$ cat src/mme_pkg.sv
package mme_pkg;

    localparam int MAX_DIM     = 8;
    localparam int DIM_W       = 4;
    localparam int POS_W       = 3;
    localparam int STORE_DEPTH = 64;
    localparam int ADDR_W      = 6;
    localparam int ELEM_W      = 16;
    localparam int PROD_W      = 32;
    localparam int SUM_W       = 40;
    localparam int CFG_IDX_W   = 2;

    // command codes
    localparam logic [1:0] CMD_LOAD_A = 2'd0;
    localparam logic [1:0] CMD_LOAD_B = 2'd1;
    localparam logic [1:0] CMD_START  = 2'd2;

    // configuration register indexes
    localparam logic [CFG_IDX_W-1:0] CFG_A_ROWS = 2'd0;
    localparam logic [CFG_IDX_W-1:0] CFG_A_COLS = 2'd1;
    localparam logic [CFG_IDX_W-1:0] CFG_B_COLS = 2'd2;

    localparam logic [DIM_W-1:0] DIM_RESET = DIM_W'(MAX_DIM);

    typedef struct packed {
        logic [1:0]               command;
        logic [ADDR_W-1:0]        index;
        logic signed [ELEM_W-1:0] value;
    } t_in_item;

    typedef struct packed {
        logic [POS_W-1:0]        row;
        logic [POS_W-1:0]        column;
        logic signed [SUM_W-1:0] product_sum;
        logic                    last;
    } t_out_item;

    // per-term tag travelling down the datapath
    typedef struct packed {
        logic             first;
        logic             last_term;
        logic             zero;
        logic             final_item;
        logic [POS_W-1:0] row;
        logic [POS_W-1:0] column;
    } t_tag;

    typedef struct packed {
        logic              wr_a;
        logic              wr_b;
        logic              issue;
        t_tag              tag;
        logic [ADDR_W-1:0] a_addr;
        logic [ADDR_W-1:0] b_addr;
    } t_dp_ctrl;

    typedef struct packed {
        logic pipe_busy;
    } t_dp_status;

    function automatic logic [DIM_W-1:0] clamp_dim(input logic [DIM_W-1:0] d);
        logic [DIM_W-1:0] r;
        r = (d > DIM_W'(MAX_DIM)) ? DIM_W'(MAX_DIM) : d;
        return r;
    endfunction

endpackage

$ cat src/matrix_multiply_engine_unit.sv
// channel   direction  handshake                      payload
// item      in         start & !busy                  i_item (command, index, value)
// result    out        o_result_strobe, one cycle     o_result (row, column, sum, last)
// config    in         i_cfg_valid & o_cfg_ready      i_cfg_index, i_cfg_data
//
// a load transaction is taken on accept; busy stays low
// a start with n = rows * cols * max(1, inner) drains its n terms before the next accept,
//   issuing one multiply-accumulate per cycle through the shared multiplier
// results leave through the result register after the operand and product stages, row by row
// synchronous active-low reset; store contents are not cleared
// the receiver cannot stall, so results never back up
module matrix_multiply_engine_unit
    import mme_pkg::*;
(
    input  logic                 i_clk,
    input  logic                 i_rst_n,
    // item channel
    input  logic                 start,
    output logic                 busy,
    input  t_in_item             i_item,
    // result channel
    output t_out_item            o_result,
    output logic                 o_result_strobe,
    // configuration channel
    input  logic                 i_cfg_valid,
    output logic                 o_cfg_ready,
    input  logic [CFG_IDX_W-1:0] i_cfg_index,
    input  logic [DIM_W-1:0]     i_cfg_data
);

    // command and status between sequencer and datapath
    t_dp_ctrl   dp_ctrl;
    t_dp_status dp_status;

    // sequencer: dimension registers, loop counters and address generation
    mme_ctrl u_ctrl (
        .i_clk       (i_clk),
        .i_rst_n     (i_rst_n),
        .start       (start),
        .busy        (busy),
        .i_command   (i_item.command),
        .i_cfg_valid (i_cfg_valid),
        .o_cfg_ready (o_cfg_ready),
        .i_cfg_index (i_cfg_index),
        .i_cfg_data  (i_cfg_data),
        .i_status    (dp_status),
        .o_ctrl      (dp_ctrl)
    );

    // datapath: both element stores, multiplier, accumulator, result register
    mme_dp u_dp (
        .i_clk           (i_clk),
        .i_rst_n         (i_rst_n),
        .i_item          (i_item),
        .i_ctrl          (dp_ctrl),
        .o_status        (dp_status),
        .o_result        (o_result),
        .o_result_strobe (o_result_strobe)
    );

endmodule

$ cat src/mme_ram.sv
module mme_ram #(
    parameter int WIDTH = 16,
    parameter int DEPTH = 64
) (
    input  logic                     i_clk,
    input  logic                     i_we,
    input  logic [$clog2(DEPTH)-1:0] i_waddr,
    input  logic [WIDTH-1:0]         i_wdata,
    input  logic [$clog2(DEPTH)-1:0] i_raddr,
    output logic [WIDTH-1:0]         o_rdata
);

    logic [WIDTH-1:0] r_mem [DEPTH];
    logic [WIDTH-1:0] r_rdata;

    always_ff @(posedge i_clk) begin
        if (i_we) begin
            r_mem[i_waddr] <= i_wdata;
        end
        r_rdata <= r_mem[i_raddr];
    end

    assign o_rdata = r_rdata;

endmodule

$ cat src/mme_dp.sv
module mme_dp
    import mme_pkg::*;
(
    input  logic       i_clk,
    input  logic       i_rst_n,
    input  t_in_item   i_item,
    input  t_dp_ctrl   i_ctrl,
    output t_dp_status o_status,
    output t_out_item  o_result,
    output logic       o_result_strobe
);

    logic [ELEM_W-1:0] a_rdata;
    logic [ELEM_W-1:0] b_rdata;

    // stage 1: operands out of the stores
    logic r_s1_valid;
    t_tag r_s1_tag;
    // stage 2: product
    logic                     r_s2_valid;
    t_tag                     r_s2_tag;
    logic signed [PROD_W-1:0] r_s2_prod;
    logic signed [PROD_W-1:0] n_s2_prod;
    // accumulator and result
    logic signed [SUM_W-1:0]  r_acc;
    logic signed [SUM_W-1:0]  n_acc;
    logic                     r_strobe;
    t_out_item                r_result;

    mme_ram #(.WIDTH(ELEM_W), .DEPTH(STORE_DEPTH)) u_store_a (
        .i_clk   (i_clk),
        .i_we    (i_ctrl.wr_a),
        .i_waddr (i_item.index),
        .i_wdata (i_item.value),
        .i_raddr (i_ctrl.a_addr),
        .o_rdata (a_rdata)
    );

    mme_ram #(.WIDTH(ELEM_W), .DEPTH(STORE_DEPTH)) u_store_b (
        .i_clk   (i_clk),
        .i_we    (i_ctrl.wr_b),
        .i_waddr (i_item.index),
        .i_wdata (i_item.value),
        .i_raddr (i_ctrl.b_addr),
        .o_rdata (b_rdata)
    );

    always_comb begin
        if (r_s1_tag.zero) begin
            n_s2_prod = '0;
        end else begin
            n_s2_prod = $signed(a_rdata) * $signed(b_rdata);
        end
    end

    always_comb begin
        if (r_s2_tag.first) begin
            n_acc = SUM_W'(r_s2_prod);
        end else begin
            n_acc = r_acc + SUM_W'(r_s2_prod);
        end
    end

    always_ff @(posedge i_clk) begin
        if (!i_rst_n) begin
            r_s1_valid <= 1'b0;
            r_s2_valid <= 1'b0;
            r_strobe   <= 1'b0;
        end else begin
            r_s1_valid <= i_ctrl.issue;
            r_s2_valid <= r_s1_valid;
            r_strobe   <= r_s2_valid && r_s2_tag.last_term;
        end
    end

    always_ff @(posedge i_clk) begin
        r_s1_tag  <= i_ctrl.tag;
        r_s2_tag  <= r_s1_tag;
        r_s2_prod <= n_s2_prod;
        if (r_s2_valid) begin
            r_acc <= n_acc;
        end
        if (r_s2_valid && r_s2_tag.last_term) begin
            r_result.row         <= r_s2_tag.row;
            r_result.column      <= r_s2_tag.column;
            r_result.product_sum <= n_acc;
            r_result.last        <= r_s2_tag.final_item;
        end
    end

    assign o_status.pipe_busy = r_s1_valid || r_s2_valid;
    assign o_result           = r_result;
    assign o_result_strobe    = r_strobe;

endmodule

$ cat src/mme_ctrl.sv
module mme_ctrl
    import mme_pkg::*;
(
    input  logic                 i_clk,
    input  logic                 i_rst_n,
    input  logic                 start,
    output logic                 busy,
    input  logic [1:0]           i_command,
    input  logic                 i_cfg_valid,
    output logic                 o_cfg_ready,
    input  logic [CFG_IDX_W-1:0] i_cfg_index,
    input  logic [DIM_W-1:0]     i_cfg_data,
    input  t_dp_status           i_status,
    output t_dp_ctrl             o_ctrl
);

    typedef enum logic [2:0] {
        S_IDLE  = 3'b001,
        S_RUN   = 3'b010,
        S_DRAIN = 3'b100
    } t_state;

    t_state r_state, n_state;

    logic [DIM_W-1:0] r_cfg_a_rows, r_cfg_a_cols, r_cfg_b_cols;

    logic [DIM_W-1:0]  r_rows, r_inner, r_cols;
    logic [DIM_W-1:0]  n_rows, n_inner, n_cols;
    logic              r_zero, n_zero;
    logic [POS_W-1:0]  r_i, r_k, r_j, n_i, n_k, n_j;
    logic [ADDR_W-1:0] r_a_base, r_b_addr, n_a_base, n_b_addr;

    logic             accept;
    logic             start_go;
    logic [DIM_W-1:0] rows_c, inner_c, cols_c;
    logic             last_term, last_col, last_row, final_item;

    assign accept      = start && (r_state == S_IDLE);
    assign busy        = (r_state != S_IDLE);
    assign o_cfg_ready = 1'b1;

    assign rows_c   = clamp_dim(r_cfg_a_rows);
    assign inner_c  = clamp_dim(r_cfg_a_cols);
    assign cols_c   = clamp_dim(r_cfg_b_cols);
    assign start_go = accept && (i_command == CMD_START)
                      && (rows_c != '0) && (cols_c != '0);

    assign last_term  = r_zero || ({1'b0, r_j} == r_inner - 1'b1);
    assign last_col   = ({1'b0, r_k} == r_cols - 1'b1);
    assign last_row   = ({1'b0, r_i} == r_rows - 1'b1);
    assign final_item = last_term && last_col && last_row;

    always_comb begin
        o_ctrl.wr_a           = accept && (i_command == CMD_LOAD_A);
        o_ctrl.wr_b           = accept && (i_command == CMD_LOAD_B);
        o_ctrl.issue          = (r_state == S_RUN);
        o_ctrl.tag.first      = (r_j == '0);
        o_ctrl.tag.last_term  = last_term;
        o_ctrl.tag.zero       = r_zero;
        o_ctrl.tag.final_item = final_item;
        o_ctrl.tag.row        = r_i;
        o_ctrl.tag.column     = r_k;
        o_ctrl.a_addr         = r_a_base + ADDR_W'(r_j);
        o_ctrl.b_addr         = r_b_addr;
    end

    always_comb begin
        n_state  = r_state;
        n_rows   = r_rows;
        n_inner  = r_inner;
        n_cols   = r_cols;
        n_zero   = r_zero;
        n_i      = r_i;
        n_k      = r_k;
        n_j      = r_j;
        n_a_base = r_a_base;
        n_b_addr = r_b_addr;
        case (r_state)
            S_IDLE: begin
                if (start_go) begin
                    n_state  = S_RUN;
                    n_rows   = rows_c;
                    n_inner  = inner_c;
                    n_cols   = cols_c;
                    n_zero   = (inner_c == '0);
                    n_i      = '0;
                    n_k      = '0;
                    n_j      = '0;
                    n_a_base = '0;
                    n_b_addr = '0;
                end
            end
            S_RUN: begin
                if (last_term) begin
                    n_j = '0;
                    if (last_col) begin
                        n_k      = '0;
                        n_i      = r_i + 1'b1;
                        n_a_base = r_a_base + ADDR_W'(r_inner);
                        n_b_addr = '0;
                    end else begin
                        n_k      = r_k + 1'b1;
                        n_b_addr = ADDR_W'(r_k) + 1'b1;
                    end
                end else begin
                    n_j      = r_j + 1'b1;
                    n_b_addr = r_b_addr + ADDR_W'(r_cols);
                end
                if (final_item) begin
                    n_state = S_DRAIN;
                end
            end
            S_DRAIN: begin
                if (!i_status.pipe_busy) begin
                    n_state = S_IDLE;
                end
            end
            default: begin
                n_state = S_IDLE;
            end
        endcase
    end

    always_ff @(posedge i_clk) begin
        if (!i_rst_n) begin
            r_state      <= S_IDLE;
            r_cfg_a_rows <= DIM_RESET;
            r_cfg_a_cols <= DIM_RESET;
            r_cfg_b_cols <= DIM_RESET;
        end else begin
            r_state <= n_state;
            if (i_cfg_valid && o_cfg_ready) begin
                case (i_cfg_index)
                    CFG_A_ROWS: r_cfg_a_rows <= i_cfg_data;
                    CFG_A_COLS: r_cfg_a_cols <= i_cfg_data;
                    CFG_B_COLS: r_cfg_b_cols <= i_cfg_data;
                    default: begin
                    end
                endcase
            end
        end
    end

    always_ff @(posedge i_clk) begin
        r_rows   <= n_rows;
        r_inner  <= n_inner;
        r_cols   <= n_cols;
        r_zero   <= n_zero;
        r_i      <= n_i;
        r_k      <= n_k;
        r_j      <= n_j;
        r_a_base <= n_a_base;
        r_b_addr <= n_b_addr;
    end

`ifndef ASSERT_OFF
    // loads only land while no product is being worked on
    a_load_idle: assert property (@(posedge i_clk) disable iff (!i_rst_n)
        (o_ctrl.wr_a || o_ctrl.wr_b) |-> (r_state == S_IDLE))
        else $error("store written while a multiply is in progress");

    a_pos_range: assert property (@(posedge i_clk) disable iff (!i_rst_n)
        (r_state == S_RUN) |-> ({1'b0, r_i} < r_rows) && ({1'b0, r_k} < r_cols))
        else $error("result position beyond the latched dimensions");

    a_term_range: assert property (@(posedge i_clk) disable iff (!i_rst_n)
        (r_state == S_RUN) && !r_zero |-> ({1'b0, r_j} < r_inner))
        else $error("inner index beyond the sum length");

    a_final_drain: assert property (@(posedge i_clk) disable iff (!i_rst_n)
        (r_state == S_RUN) && final_item |=> (r_state == S_DRAIN))
        else $error("last term issued without moving to drain");
`endif

endmodule

$ cat config.mk
export PLATFORM = sky130hd
export DESIGN_NAME = matrix_multiply_engine_unit
export DESIGN_NICKNAME = d
export VERILOG_FILES = /design/src/mme_pkg.sv /design/src/matrix_multiply_engine_unit.sv /design/src/mme_ram.sv /design/src/mme_dp.sv /design/src/mme_ctrl.sv
export SDC_FILE = /design/constraint.sdc
export NUM_CORES = 2
export LEC_CHECK = 0
export BUFFER_PORTS_ARGS = -buffer_cell sky130_fd_sc_hd__buf_2
export CORE_MARGIN = 4
export CORE_UTILIZATION = 45
export CTS_CLUSTER_SIZE = 8
export DETAILED_ROUTE_END_ITERATION = 16
export HOLD_SLACK_MARGIN = 0.06
export RECOVER_POWER = 100
export SKIP_CTS_REPAIR_TIMING = 1
export SLEW_MARGIN = 30
export SYNTH_ARGS = -nofsm -noshare
export SYNTH_HDL_FRONTEND = slang
export SYNTH_SLANG_ARGS = --single-unit
$ cat constraint.sdc
create_clock -name i_clk -period 7.4 [get_ports i_clk]
set_clock_uncertainty 0.15 [all_clocks]
set_input_delay 2.22 -clock i_clk [delete_from_list [all_inputs] [get_ports i_clk]]
set_output_delay 2.22 -clock i_clk [all_outputs]
set_load 0.05 [all_outputs]
==> impl_metrics.toml <==
[run_status]
status = "finished, violations left"
violations = "max-capacitance violations, max-slew violations"

[floorplanning]
die_w_um = 473.9
die-area_um2 = 224600
rows = 170
io_pins = 84
coreArea_um2 = 215300
start_util_pct = 45.38
die_h_um = 473.9

[grt]
antenna_found_initial = 15
grt_max_degree = 106
grt_pass1_wl_um = 346300
grt_pass1_vias = 50000
grtUsageTotal_pct = 21.11
grt_overflow = 0

[finish]
area_delta_synth_final_pct = 13.32
final_nets = 5846
drive_gt1_share_pct = 20.43
n_fill_cell = 17090

[sta]
hold_viol = 0
tightest_slew_ps = 4476
fmax_mhz = 142.1
finalMaxSlewViolations = 2325
rsz0062_at_grt = "false"
setup_viol = 0
fin_crit_sh_pct = 95.07
timing.final.ws_setup_ps = 364.8
tns_ps = 0
max_slew_margin_pct = -198.4
finalCriticalPeriod_ps = 7035

[pwr]
switching_share_pct = 36.07
comb_power_share_pct = 46.2
vdd_drop_max_mv = 1.003
power_frac_clock_pct = 25.5
power_frac_seq_pct = 28.4
p_leak_uw = 0.03682
p_switching_uw = 18750
p_total_uw = 51990
power_density_nw_per_um2 = 469.6
intPower_uw = 33230

[route]
vias_per_cell = 5.812
drc = 0
first_iter_violations = 5335
met2WireLength_um = 106600
post_drt_wl_per_cell_um = 28.02
wl_met1_um = 103300
vias = 48410
wl_met3_um = 18380
drt_first_pass_iters = 5
routed_wl_um = 233300
top_layer = "met5"
ant_nets = 0

[yosys]
synth-seq-cells = 2270
netlist_top_cells_area = "edfxtp_1, mux4_2, fa_1"
yosysMostFrequentCell = "edfxtp_1"
seq_area_frac_synth_pct = 68.74
async_reset_ff_share_pct = 0
synthFlopType = "edfxtp_1"
synth_cells = 5008
syn-num-nets = 5447
synth_top_area_cell = "edfxtp_1"
synthTopCellsByCount = "edfxtp_1, mux4_2, inv_1, fa_1, nor2_1"
netlist_area_um2 = 97690
ys_types = 71
avgSynthCellArea_um2 = 19.51
ys_warn_count = 0
synth-edff-count = 2169
synth_top_area_share_pct = 66.67

[worst_hold_path]
hold_path.class = "register to register"
hold_path_depth = 0

[clock_tree]
clockRootBuffer = "clkbuf_16"
cts.path.max_buffers = 4
tritoncts = "built"
h-tree-depth = 5
cts_sinks = 2270
path_clk_slew_ps = 50
insertion_delay_ps = 920
cts-buffers-inserted = 334

[setup_path]
r2r_cells = 20
crit_fanout = 16
cp_data_required_time_ps = 8020
critPathLaunch = "u_dp.u_store_a.o_rdata[15]"
critPathKind = "register to register"
r2r-end = "u_dp.r_s2_prod[29]"
r2r-start = "u_dp.u_store_a.o_rdata[15]"
critPathCapture = "u_dp.r_s2_prod[29]"
cp-start-kind = "register"
r2r_setup_slack_ps = 360
end_kind = "register"
cp.arrival_ps = 7650

[placement]
pre_cts_ws_ps = 394.3
place_hpwl_um = 140900
gp_congestion = 0.8422
io_buffers = 82

[run]
cap_violations = 43
## layout by cell type, fill, tap and decap left out, types with 12 or more instances in the layout
master	n
edfxtp_1	2169
mux4_2	672
clkbuf_16	344
inv_1	333
clkbuf_1	273
fa_1	266
nor2_1	228
nand2_1	213
ha_1	139
and2_1	125
dfxtp_1	100
o21ai_0	73
a21oi_1	66
xnor2_1	50
nor2b_1	39
a21o_1	34
buf_4	34
xor2_1	29
nand3_1	22
nand2b_1	17
o21a_1	17
clkbuf_2	16
nor3_1	13
buf_2	13
mux2i_1	12
## flip-flops by register name, indices dropped and copies added, names as in the netlist, 3 cells and up
name and flops:
u_ctrl.r_i 3, u_ctrl.r_rows 4, u_dp.r_acc 40, u_dp.u_store_a.r_mem 1024
u_dp.u_store_b.r_mem 1024, u_ctrl.r_a_base 6, u_ctrl.r_cfg_a_rows 4, u_ctrl.r_k 3
u_dp.u_store_a.o_rdata 16, u_dp.r_s2_prod 32, u_dp.r_s2_tag 9, u_dp.r_s1_tag 10
u_ctrl.r_inner 4, u_ctrl.r_cfg_a_cols 4, u_ctrl.r_j 3, u_ctrl.r_cfg_b_cols 4
u_ctrl.r_b_addr 6, u_ctrl.r_cols 4, u_dp.u_store_b.o_rdata 16, u_dp.o_result 47
u_ctrl.r_state 3
## worst min path at each step
stage	from	to	slack, ps
floorplan	u_dp.r_s1_tag[0]	u_dp.r_s2_tag[0]	160
detailed placement	u_dp.r_s1_tag[1]	u_dp.r_s2_tag[1]	160
global placement	u_dp.r_s1_tag[2]	u_dp.r_s2_tag[2]	160
finish	u_dp.r_s1_tag[1]	u_dp.r_s2_tag[1]	170
global route	u_dp.r_s1_tag[1]	u_dp.r_s2_tag[1]	180
CTS	u_dp.r_s1_tag[1]	u_dp.r_s2_tag[1]	170
## worst max-delay path: stages (launching register included)
cell      delay, ps
dfxtp_1         700
nand2_1         220
inv_1           160
fa_1            540
fa_1            610
inv_1            80
fa_1            430
fa_1            540
inv_1            60
fa_1            520
inv_1            50
fa_1            470
inv_1            40
ha_1            390
and4_1          290
a221oi_1        370
nor2_1           70
a311oi_1        450
o21bai_1        160
a31oi_1         220
mux2_2          350
## layout make-up
type                       count  area [um2]  area share, %
tap                         2838        3551          3.208
multi-input combinational   2183       28400          25.65
sequential                  2270       67160          60.66
timing repair buffer         285        1425          1.287
antenna                        5       12.51        0.01130
clock buffer                 409        8862          8.005
clock inverter                 6       51.30        0.04634
inverter                     333        1250          1.129
## logic make-up (layout without fill, tap and decap cells)
kind of cell | count (synthesis) | count (layout) | synth area share (%)
AO/OA/AOI/OAI | 273 | 273 | 1.803
adder cells (fa/ha/maj) | 405 | 405 | 7.231
multiplexers | 689 | 689 | 15.67
AND/OR/NAND/NOR | 732 | 732 | 3.567
XOR/XNOR | 83 | 83 | 0.7518
other | 1 | 6 | 0.003839
buffers and inverters | 555 | 1033 | 2.231
flip-flops | 2270 | 2270 | 68.74
## power groups by stage
stage / logic (uW) / registers [uW] / clock network, uW
6_report: 24000 / 14700 / 13200
4_1_cts: 24300 / 14700 / 13500
5_1_grt: 27300 / 14700 / 14100
3_3_place_gp: 24000 / 15000 / 0
2_1_floorplan: 19000 / 14800 / 0
3_5_place_dp: 24100 / 15000 / 0
## per-stage QoR
stage,cells,cell area (um2),hold WS (ps),util [%]
5_1_grt,8325,110700,180.2,51.42
3_3_place_gp,7905,102500,161.3,47.60
6_report,8329,110700,172.5,51.43
4_1_cts,8321,111400,172.3,51.75
2_1_floorplan,5008,97690,159.6,-
3_5_place_dp,7906,102500,162.1,47.61
## layer usage
| metal | track usage (%) | up-vias |
|---|---|---|
| met5 | 0 | - |
| met4 | 5.354 | 6 |
| met3 | 4.627 | 352 |
| met2 | 31.68 | 1805 |
| met1 | 31.65 | 25910 |
| li1 | - | 20330 |
No activity file was read; power rests on OpenSTA's default activity.
